--- config.mk ---
export PLATFORM = sky130hd
export DESIGN_NAME = ubx_frame_parser
export DESIGN_NICKNAME = d
export VERILOG_FILES = /design/src/design/ubxfp_pkg.sv /design/src/design/ubxfp_core.sv /design/src/design/ubxfp_out_buf.sv /design/src/design/ubx_frame_parser.sv
export SDC_FILE = /design/constraint.sdc
export NUM_CORES = 1
export LEC_CHECK = 0
export ABC_AREA = 1
export BUFFER_PORTS_ARGS = -buffer_cell sky130_fd_sc_hd__buf_2
export CAP_MARGIN = 20
export CORE_UTILIZATION = 30
export DETAILED_ROUTE_END_ITERATION = 10
export GPL_TIMING_DRIVEN = 0
export PLACE_DENSITY = 0.55
export SKIP_LAST_GASP = 1
export SLEW_MARGIN = 20
export SYNTH_ARGS = -nofsm -noshare
export SYNTH_HDL_FRONTEND = slang
export SYNTH_SLANG_ARGS = --single-unit
--- constraint.sdc ---
create_clock -name i_clk -period 6.4 [get_ports i_clk]
set_input_delay 0.64 -clock i_clk [delete_from_list [all_inputs] [get_ports i_clk]]
set_output_delay 0.64 -clock i_clk [all_outputs]
set_load 0.05 [all_outputs]
--- src/design/ubxfp_pkg.sv ---
// Shared types and constants for the binary GNSS frame parser.
package ubxfp_pkg;

    localparam logic [7:0]  SYNC_FIRST_RST  = 8'hB5;
    localparam logic [7:0]  SYNC_SECOND_RST = 8'h62;
    localparam logic [15:0] MAX_LEN_RST     = 16'd1024;

    typedef enum logic [1:0] {
        CFG_SYNC_FIRST  = 2'd0,
        CFG_SYNC_SECOND = 2'd1,
        CFG_MAX_LEN     = 2'd2
    } t_cfg_index;

    typedef enum logic [2:0] {
        KIND_HEADER  = 3'd0,
        KIND_DATA    = 3'd1,
        KIND_GOOD    = 3'd2,
        KIND_BADSUM  = 3'd3,
        KIND_TOOLONG = 3'd4
    } t_kind;

    typedef struct packed {
        t_kind       kind;
        logic [7:0]  msg_class;
        logic [7:0]  msg_id;
        logic [15:0] payload_length;
        logic [15:0] payload_index;
        logic [7:0]  data_byte;
        logic        frame_end;
    } t_result;

endpackage

--- src/design/ubxfp_core.sv ---
// Frame state machine, Fletcher-8 sums, configuration registers and result forming.
module ubxfp_core
    import ubxfp_pkg::*;
(
    input  logic        i_clk,
    input  logic        i_rst_n,
    input  logic        i_accept,
    input  logic [7:0]  i_rx_byte,
    input  logic        i_cfg_write,
    input  logic [1:0]  i_cfg_index,
    input  logic [15:0] i_cfg_data,
    output logic        o_res_valid,
    output t_result     o_res
);

    typedef enum logic [3:0] {
        PH_SYNC1   = 4'd0,
        PH_SYNC2   = 4'd1,
        PH_CLASS   = 4'd2,
        PH_ID      = 4'd3,
        PH_LEN1    = 4'd4,
        PH_LEN2    = 4'd5,
        PH_PAYLOAD = 4'd6,
        PH_CKA     = 4'd7,
        PH_CKB     = 4'd8
    } t_phase;

    t_phase      r_phase,        n_phase;
    logic [7:0]  r_sum_a,        n_sum_a;
    logic [7:0]  r_sum_b,        n_sum_b;
    logic [7:0]  r_frame_class,  n_frame_class;
    logic [7:0]  r_frame_id,     n_frame_id;
    logic [15:0] r_frame_length, n_frame_length;
    logic [15:0] r_byte_count,   n_byte_count;
    logic [7:0]  r_sync_first;
    logic [7:0]  r_sync_second;
    logic [15:0] r_max_len;

    logic [7:0]  sum_a_add;
    logic [7:0]  sum_b_add;
    logic [15:0] full_len;
    logic [16:0] next_count;

    always_comb begin
        sum_a_add  = r_sum_a + i_rx_byte;
        sum_b_add  = r_sum_b + sum_a_add;
        full_len   = {i_rx_byte, r_frame_length[7:0]};
        next_count = {1'b0, r_byte_count} + 17'd1;

        n_phase        = r_phase;
        n_sum_a        = r_sum_a;
        n_sum_b        = r_sum_b;
        n_frame_class  = r_frame_class;
        n_frame_id     = r_frame_id;
        n_frame_length = r_frame_length;
        n_byte_count   = r_byte_count;

        o_res_valid          = 1'b0;
        o_res.kind           = KIND_HEADER;
        o_res.msg_class      = r_frame_class;
        o_res.msg_id         = r_frame_id;
        o_res.payload_length = r_frame_length;
        o_res.payload_index  = '0;
        o_res.data_byte      = '0;
        o_res.frame_end      = 1'b0;

        if (i_accept) begin
            case (r_phase)
                PH_SYNC1: begin
                    if (i_rx_byte == r_sync_first) begin
                        n_phase = PH_SYNC2;
                    end
                end
                PH_SYNC2: begin
                    n_sum_a = '0;
                    n_sum_b = '0;
                    if (i_rx_byte == r_sync_second) begin
                        n_phase = PH_CLASS;
                    end else begin
                        n_phase        = PH_SYNC1;
                        n_frame_length = '0;
                        n_byte_count   = '0;
                    end
                end
                PH_CLASS: begin
                    n_sum_a       = sum_a_add;
                    n_sum_b       = sum_b_add;
                    n_frame_class = i_rx_byte;
                    n_phase       = PH_ID;
                end
                PH_ID: begin
                    n_sum_a    = sum_a_add;
                    n_sum_b    = sum_b_add;
                    n_frame_id = i_rx_byte;
                    n_phase    = PH_LEN1;
                end
                PH_LEN1: begin
                    n_sum_a        = sum_a_add;
                    n_sum_b        = sum_b_add;
                    n_frame_length = {8'd0, i_rx_byte};
                    n_phase        = PH_LEN2;
                end
                PH_LEN2: begin
                    o_res_valid          = 1'b1;
                    o_res.payload_length = full_len;
                    n_byte_count         = '0;
                    if (full_len > r_max_len) begin
                        o_res.kind      = KIND_TOOLONG;
                        o_res.frame_end = 1'b1;
                        n_phase         = PH_SYNC1;
                        n_sum_a         = '0;
                        n_sum_b         = '0;
                        n_frame_length  = '0;
                    end else begin
                        o_res.kind     = KIND_HEADER;
                        n_sum_a        = sum_a_add;
                        n_sum_b        = sum_b_add;
                        n_frame_length = full_len;
                        n_phase        = (full_len != 16'd0) ? PH_PAYLOAD : PH_CKA;
                    end
                end
                PH_PAYLOAD: begin
                    n_sum_a             = sum_a_add;
                    n_sum_b             = sum_b_add;
                    o_res_valid         = 1'b1;
                    o_res.kind          = KIND_DATA;
                    o_res.payload_index = r_byte_count;
                    o_res.data_byte     = i_rx_byte;
                    if (next_count >= {1'b0, r_frame_length}) begin
                        n_phase = PH_CKA;
                    end else begin
                        n_byte_count = next_count[15:0];
                    end
                end
                PH_CKA: begin
                    if (i_rx_byte != r_sum_a) begin
                        o_res_valid     = 1'b1;
                        o_res.kind      = KIND_BADSUM;
                        o_res.frame_end = 1'b1;
                        n_phase         = PH_SYNC1;
                        n_sum_a         = '0;
                        n_sum_b         = '0;
                        n_frame_length  = '0;
                        n_byte_count    = '0;
                    end else begin
                        n_phase = PH_CKB;
                    end
                end
                PH_CKB: begin
                    o_res_valid     = 1'b1;
                    o_res.kind      = (i_rx_byte == r_sum_b) ? KIND_GOOD : KIND_BADSUM;
                    o_res.frame_end = 1'b1;
                    n_phase         = PH_SYNC1;
                    n_sum_a         = '0;
                    n_sum_b         = '0;
                    n_frame_length  = '0;
                    n_byte_count    = '0;
                end
                default: begin
                    n_phase        = PH_SYNC1;
                    n_sum_a        = '0;
                    n_sum_b        = '0;
                    n_frame_length = '0;
                    n_byte_count   = '0;
                end
            endcase
        end
    end

    always_ff @(posedge i_clk) begin
        if (!i_rst_n) begin
            r_phase        <= PH_SYNC1;
            r_sum_a        <= '0;
            r_sum_b        <= '0;
            r_frame_class  <= '0;
            r_frame_id     <= '0;
            r_frame_length <= '0;
            r_byte_count   <= '0;
            r_sync_first   <= SYNC_FIRST_RST;
            r_sync_second  <= SYNC_SECOND_RST;
            r_max_len      <= MAX_LEN_RST;
        end else begin
            r_phase        <= n_phase;
            r_sum_a        <= n_sum_a;
            r_sum_b        <= n_sum_b;
            r_frame_class  <= n_frame_class;
            r_frame_id     <= n_frame_id;
            r_frame_length <= n_frame_length;
            r_byte_count   <= n_byte_count;
            if (i_cfg_write) begin
                case (i_cfg_index)
                    CFG_SYNC_FIRST:  r_sync_first  <= i_cfg_data[7:0];
                    CFG_SYNC_SECOND: r_sync_second <= i_cfg_data[7:0];
                    CFG_MAX_LEN:     r_max_len     <= i_cfg_data;
                    default: ;
                endcase
            end
        end
    end

endmodule

--- src/design/ubxfp_out_buf.sv ---
// Result register with a skid stage between the parser and the output channel.
module ubxfp_out_buf
    import ubxfp_pkg::*;
(
    input  logic    i_clk,
    input  logic    i_rst_n,
    input  logic    i_valid,
    input  t_result i_data,
    output logic    o_stall,
    output logic    o_valid,
    output t_result o_data,
    input  logic    i_stall
);

    logic    r_out_valid;
    logic    r_skid_valid;
    t_result r_out;
    t_result r_skid;
    logic    out_free;

    assign out_free = !r_out_valid || !i_stall;

    always_ff @(posedge i_clk) begin
        if (!i_rst_n) begin
            r_out_valid  <= 1'b0;
            r_skid_valid <= 1'b0;
        end else if (out_free) begin
            r_out_valid  <= r_skid_valid || i_valid;
            r_skid_valid <= 1'b0;
        end else if (i_valid) begin
            r_skid_valid <= 1'b1;
        end
    end

    always_ff @(posedge i_clk) begin
        if (out_free) begin
            if (r_skid_valid) begin
                r_out <= r_skid;
            end else if (i_valid) begin
                r_out <= i_data;
            end
        end else if (i_valid) begin
            r_skid <= i_data;
        end
    end

    assign o_stall = r_skid_valid;
    assign o_valid = r_out_valid;
    assign o_data  = r_out;

endmodule

--- src/design/ubx_frame_parser.sv ---
// Top level of the binary GNSS frame parser with Fletcher-8 checking.
//
// Input channel: one received byte per beat on i_rx_byte, i_valid / o_stall.
// Output channel: one result per beat on the o_ fields, o_valid / i_stall.
// Configuration: i_cfg_valid / o_cfg_ready with i_cfg_index and i_cfg_data;
// index 0 first sync byte, 1 second sync byte, 2 longest payload. Other
// indexes are ignored. Writes are always ready and take effect next cycle.
// A byte is taken in each cycle with i_valid high and o_stall low; the frame state advances in that cycle.
// A byte that gives a result has it registered in the result register, or in
// the skid stage while the receiver stalls. Sync, class, id, low length,
// checksum A (when correct) and hunting bytes give none.
// Throughput is one byte per cycle while o_stall is low.
// A skid stage behind the result register holds one more result while the
// receiver stalls; o_stall rises only once that stage is occupied.
// Reset returns the parser to hunting for the first sync byte, clears sums,
// frame fields and counters, empties the output stages and restores the
// configuration defaults 0xB5, 0x62 and 1024.
module ubx_frame_parser
    import ubxfp_pkg::*;
(
    input  logic        i_clk,
    input  logic        i_rst_n,
    input  logic        i_valid,
    output logic        o_stall,
    input  logic [7:0]  i_rx_byte,
    output logic        o_valid,
    input  logic        i_stall,
    output logic [2:0]  o_kind,
    output logic [7:0]  o_msg_class,
    output logic [7:0]  o_msg_id,
    output logic [15:0] o_payload_length,
    output logic [15:0] o_payload_index,
    output logic [7:0]  o_data_byte,
    output logic        o_frame_end,
    input  logic        i_cfg_valid,
    output logic        o_cfg_ready,
    input  logic [1:0]  i_cfg_index,
    input  logic [15:0] i_cfg_data
);

    logic    accept;
    logic    res_valid;
    t_result res;
    t_result out;

    assign accept      = i_valid && !o_stall;
    assign o_cfg_ready = 1'b1;

    ubxfp_core u_core (
        .i_clk       (i_clk),
        .i_rst_n     (i_rst_n),
        .i_accept    (accept),
        .i_rx_byte   (i_rx_byte),
        .i_cfg_write (i_cfg_valid && o_cfg_ready),
        .i_cfg_index (i_cfg_index),
        .i_cfg_data  (i_cfg_data),
        .o_res_valid (res_valid),
        .o_res       (res)
    );

    ubxfp_out_buf u_out_buf (
        .i_clk   (i_clk),
        .i_rst_n (i_rst_n),
        .i_valid (res_valid),
        .i_data  (res),
        .o_stall (o_stall),
        .o_valid (o_valid),
        .o_data  (out),
        .i_stall (i_stall)
    );

    assign o_kind           = out.kind;
    assign o_msg_class      = out.msg_class;
    assign o_msg_id         = out.msg_id;
    assign o_payload_length = out.payload_length;
    assign o_payload_index  = out.payload_index;
    assign o_data_byte      = out.data_byte;
    assign o_frame_end      = out.frame_end;

endmodule

# Word-level counts from Yosys, hierarchy flattened
# Index checks and enable logic that the tools add are counted.
# word_totals
output_inout_bits	63
reg_bits	222
word_cells	117
input_bits	31
# op_classes
add_sub_neg	3
eq_ne	20
muxes	33
reduce_logical	27
order_cmp	2
bitwise	5
# op_table
op	n
60-bit 2-to-1 mux	2
16-bit 2-to-1 mux	5
16-bit one-hot mux with 5 select lines	1
16-bit one-hot mux with 4 select lines	1
8-bit one-hot mux with 4 select lines	2
41-bit 2-to-1 mux	1
4-bit one-hot mux with 8 select lines	1
8-bit equality test	3
24-bit 2-to-1 mux	1
8-bit 2-to-1 mux	3
16-bit by 1-bit adder with 17-bit output, second input constant	1
17-bit by 16-bit >= comparator with 1-bit output	1
8-bit adder	2
4-bit by 3-bit equality test with 1-bit output, second input constant	4
16-bit greater-than comparator	1
4-bit 2-to-1 mux	4
16-bit nonzero test	1
2-bit AND reduction	7
3-bit one-hot mux with 4 select lines	1
4-bit OR reduction	3
5-bit AND reduction	2
4-bit by 2-bit equality test with 1-bit output, second input constant	2
2-bit by 1-bit != test with 1-bit output, second input constant	4
8-bit != test	1
other kinds (21)	36

# Depth between registers and ports, before layout
# logic_depth
ltp_word	6
mapped_depth	22
mapped_depth_nobuf	21

# Cells and area by module
# Synthesis repeated with hierarchy kept, for this count alone.
# hier_totals
cells_unflattened	1307
hier_area_um2	11155.7
# modules_own_cells
module	area_each_um2	cells_per_inst	seq_area_each_um2	n_inst
ubxfp_core	6607.6	981	2001.9	1
ubxfp_out_buf	4526.8	322	3643.5	1
ubx_frame_parser	21.3	4	0.0	1

# Worst setup path after synthesis
# Ideal clock, no wire load.
# synth_path
path_kind	in2reg
from	input port i_rx_byte[4]
to	register u_out_buf.r_out (netlist bit u_out_buf.o_data[0]) (enable)
required_time_ps	5831
arrival_ps	5813
cell_stages	7
slack_ps	18
n_path_buf	0
setup_ps	569
cell_sequence	ha_1 inv_1 nand3_1 nor3_2 o21ai_0 o31ai_1 a21boi_0
# synth_between
elab_chain_cells	6
# synth_lines
element	line_no	rtl
start, declared	ubx_frame_parser.sv:25	input logic [7:0] i_rx_byte,
8-bit != test	ubxfp_core.sv:136	if (i_rx_byte != r_sum_a) begin
1-bit 2-to-1 mux	ubxfp_core.sv:136	
1-bit one-hot mux with 2 select lines	ubxfp_core.sv:68	case (r_phase)
1-bit 2-to-1 mux	ubxfp_core.sv:67	if (i_accept) begin
2-bit nonzero test (no line)	n/a	
2-bit AND reduction (no line)	n/a	
end signal, assigned	ubxfp_out_buf.sv:38	r_out <= r_skid;
end signal, assigned	ubxfp_out_buf.sv:40	r_out <= i_data;
end, declared	ubxfp_out_buf.sv:17	t_result r_out;
# No other way between the ends.
# A chain may end at the register's enable or synchronous reset.

# Worst setup path in the final report
# layout_path
from	input port i_rx_byte[4]
to	register u_out_buf.r_skid[16] (netlist name) (enable)
# layout_between
elab_chain_cells	5
# layout_lines
element	line_no	rtl
8-bit != test	ubxfp_core.sv:136	
1-bit 2-to-1 mux	ubxfp_core.sv:136	
1-bit one-hot mux with 2 select lines	ubxfp_core.sv:68	
1-bit 2-to-1 mux	ubxfp_core.sv:67	
2-bit AND reduction (no line)	n/a	
end signal, assigned	ubxfp_out_buf.sv:43	r_skid <= i_data;
end, declared	ubxfp_out_buf.sv:18	t_result r_skid;
# No other way between the ends.

==> reports/results.ini <==
[critical_path]
worstPathRequired_ns=6.67
worstRegToRegCells=10
rrSetupSlack_ns=3.12
crit-reg2reg-launch=u_core.r_sum_a[2]
startpoint_type=primary input
path_class=primary input to register
r2r-end=u_out_buf.r_skid[16]
worstPathMaxFanout=22
worst_setup_path_end_kind=register
cp-startpoint=i_rx_byte[4]
critPathArrivalTime_ns=3.67

[sta]
worst_pin_slew_ns=0.958
hold_viol_final=0
fin_worst_skew_ns=0.0238
setup_viol=0
slew-limit-headroom_pct=35.6
rsz0062_at_grt=false
setup_slack_ns=3.00
hold_slack_ns=0.330
fmax_mhz=294
drv_slew=0
period_share_pct=53.1
period_minus_slack_ns=3.40

[floorplanning]
core_um2=34700
die_h_um=190
initial_core_util_pct=30.7
die_area_um2=36200
std_cell_rows=68
ios=94
dieWidth_um=190

[power_and_ir_drop]
p_total_mw=3.08
power_density_nw_per_um2=243
p_leak_nw=5.00
peakVddDrop_mv=0.167

[clocking]
clkLatencyLatePin_ns=0.54
cts_buffers=25
root_buffer=clkbuf_16
cts.hold.buffers_added=0
cts_setup_buffers=0
cts_htree_levels=1
cts_resized=0
cts_buffer_depth=3
cts_tree=built
cts.reportedPaths.clkPinSlew_ns=0.06
clock_sinks=222

[routing]
met1_length_mm=13.2
postRouteAntennaNets=0
routed_via_density=4.60
routed_wl_mm=27.6
drc=0
drt-pass1-iter-count=5
drt_iter0_markers=642
num_vias=8323
top_layer=met4
wl_met3_mm=1.29
met2WireLength_mm=12.5
wl_per_cell_um=15.3

[hold_path]
hold_class=primary input to register
hold_path.startpoint=i_cfg_data[10]
holdPathEnd=u_core.r_max_len[10]
worstHoldPathCells=3

[place]
gp_congestion=0.840
numPlacedInstances=1764
pre_cts_slack_ns=2.59
numPortBuffers=92
hpwl_mm=21.0

[yosys]
avgSynthCellArea_um2=8.79
yosys_warnings=0
ys_top_cells_by_count=nand2_1 (262), inv_1 (136), edfxtp_1 (120)
netlist_area_um2=10600
yosysUniqueCellTypes=42
synth_area_leader_cell=edfxtp_1
synth-edff-count=120
ys_ff_latch=222
synthTopCellsByArea=edfxtp_1 (34%), dfxtp_1 (19%), nand2_1 (9.2%)
syn_nets=1291
synth_most_common_cell=nand2_1
yosysTopAreaCellShare_pct=33.9
async_flop_share_pct=0
ys.flop_type=edfxtp_1
yosysSeqAreaShare_pct=53.1
synthCells=1211

[grt]
antenna_found_initial=0
grt_pass1_vias=7980
grt_max_degree=23
grt_overflow=0
grt_usage_pct=15.3
grt_pass1_wl_mm=43.6

[run_status]
status=finished clean

[cells_and_area]
fin_util_pct=36.5
diodes=0
drive_above_1_share_pct=14.8
area_delta_synth_final_pct=19.2
nNetsFinal=1416
layoutNonFillerInstCount=1810

[flow_run]
cap_violations=0

-- report_power, final --
| part | internal (mW) | switching, mW | leakage [nW] |
|---|---|---|---|
| Sequential | 1.50 | 0.00454 | 1.94 |
| Clock | 0.858 | 0.585 | 0.402 |
| Combinational | 0.0430 | 0.0903 | 2.66 |
-- cell usage in the layout (no fill, tap or decap), drive strengths merged, types with 3 or more instances in the layout --
cell,instances
nand4,12
nand3b,8
nor3,13
dfxtp,102
nand2,270
nand3,49
clkbuf,59
edfxtp,120
nor2,117
xnor2,14
a21o,4
buf,118
o211ai,5
ha,47
a21oi,101
clkinv,10
inv,151
xor2,22
o21ai,117
bufinv,3
-- layout make-up --
type / count / area (um^2)
Buffer: 47 / 230
Clock buffer: 32 / 662
Clock inverter: 14 / 166
Fill cell: 3562 / 22000
Inverter: 152 / 571
Multi-Input combinational cell: 790 / 4210
Sequential cell: 222 / 5650
Tap cell: 455 / 569
Timing Repair Buffer: 98 / 626
-- flip-flops by register name, indices dropped and copies added, names as in the netlist, 8 cells and up --
signal                 cells
u_core.r_sync_first        8
u_core.r_frame_class       8
u_core.r_sum_b             8
u_core.r_byte_count       16
u_core.r_sync_second       8
u_out_buf.r_skid          60
u_core.r_frame_length     16
u_out_buf.o_data          60
u_core.r_frame_id          8
u_core.r_max_len          16
u_core.r_sum_a             8
-- worst max-delay path, cell delays in order --
cell,delay (ns)
buf_2,0.31
ha_1,0.32
inv_1,0.13
nand3_1,0.11
nor3_2,0.35
o21ai_0,0.19
o31ai_1,0.80
nor2_4,0.20
buf_16,0.24
buf_16,0.17
buf_16,0.17
-- kinds of logic (layout without fill, tap and decap cells) --
kind of cell	Yosys count	after routing	share of synthesized area, %
xor+xnor	36	36	3.03
simple gates	471	471	19.0
compound gates	233	233	11.4
fa+ha+maj	49	49	5.90
flops	222	222	53.1
buf+inv	199	343	7.53
other cells	1	1	0.0352
-- stage by stage --
stage | setup TNS [ns] | cell area, um^2
CTS | 0 | 12700
finish | 0 | 12700
floorplan | 0 | 10600
global placement | -174.32 | 11700
global route | 0 | 12700
detailed placement | 0 | 11900
-- how the worst max path moves through the flow --
stage	end	slack (ns)
finish	u_out_buf.r_skid[16]	3.00
global route	u_core.r_byte_count[2]	2.73
floorplan	u_out_buf.o_data[0]	0.02
detailed placement	u_out_buf.r_skid[17]	2.59
global placement	u_out_buf.o_data[30]	-2.91
CTS	u_out_buf.r_skid[16]	3.12
-- metal layers --
metal	GRT usage, %	up-vias
li1	-	4242
met1	21.4	3866
met2	24.7	178
met3	1.93	37
met4	4.52	0
met5	0	-
No activity file was read; power rests on OpenSTA's default activity.
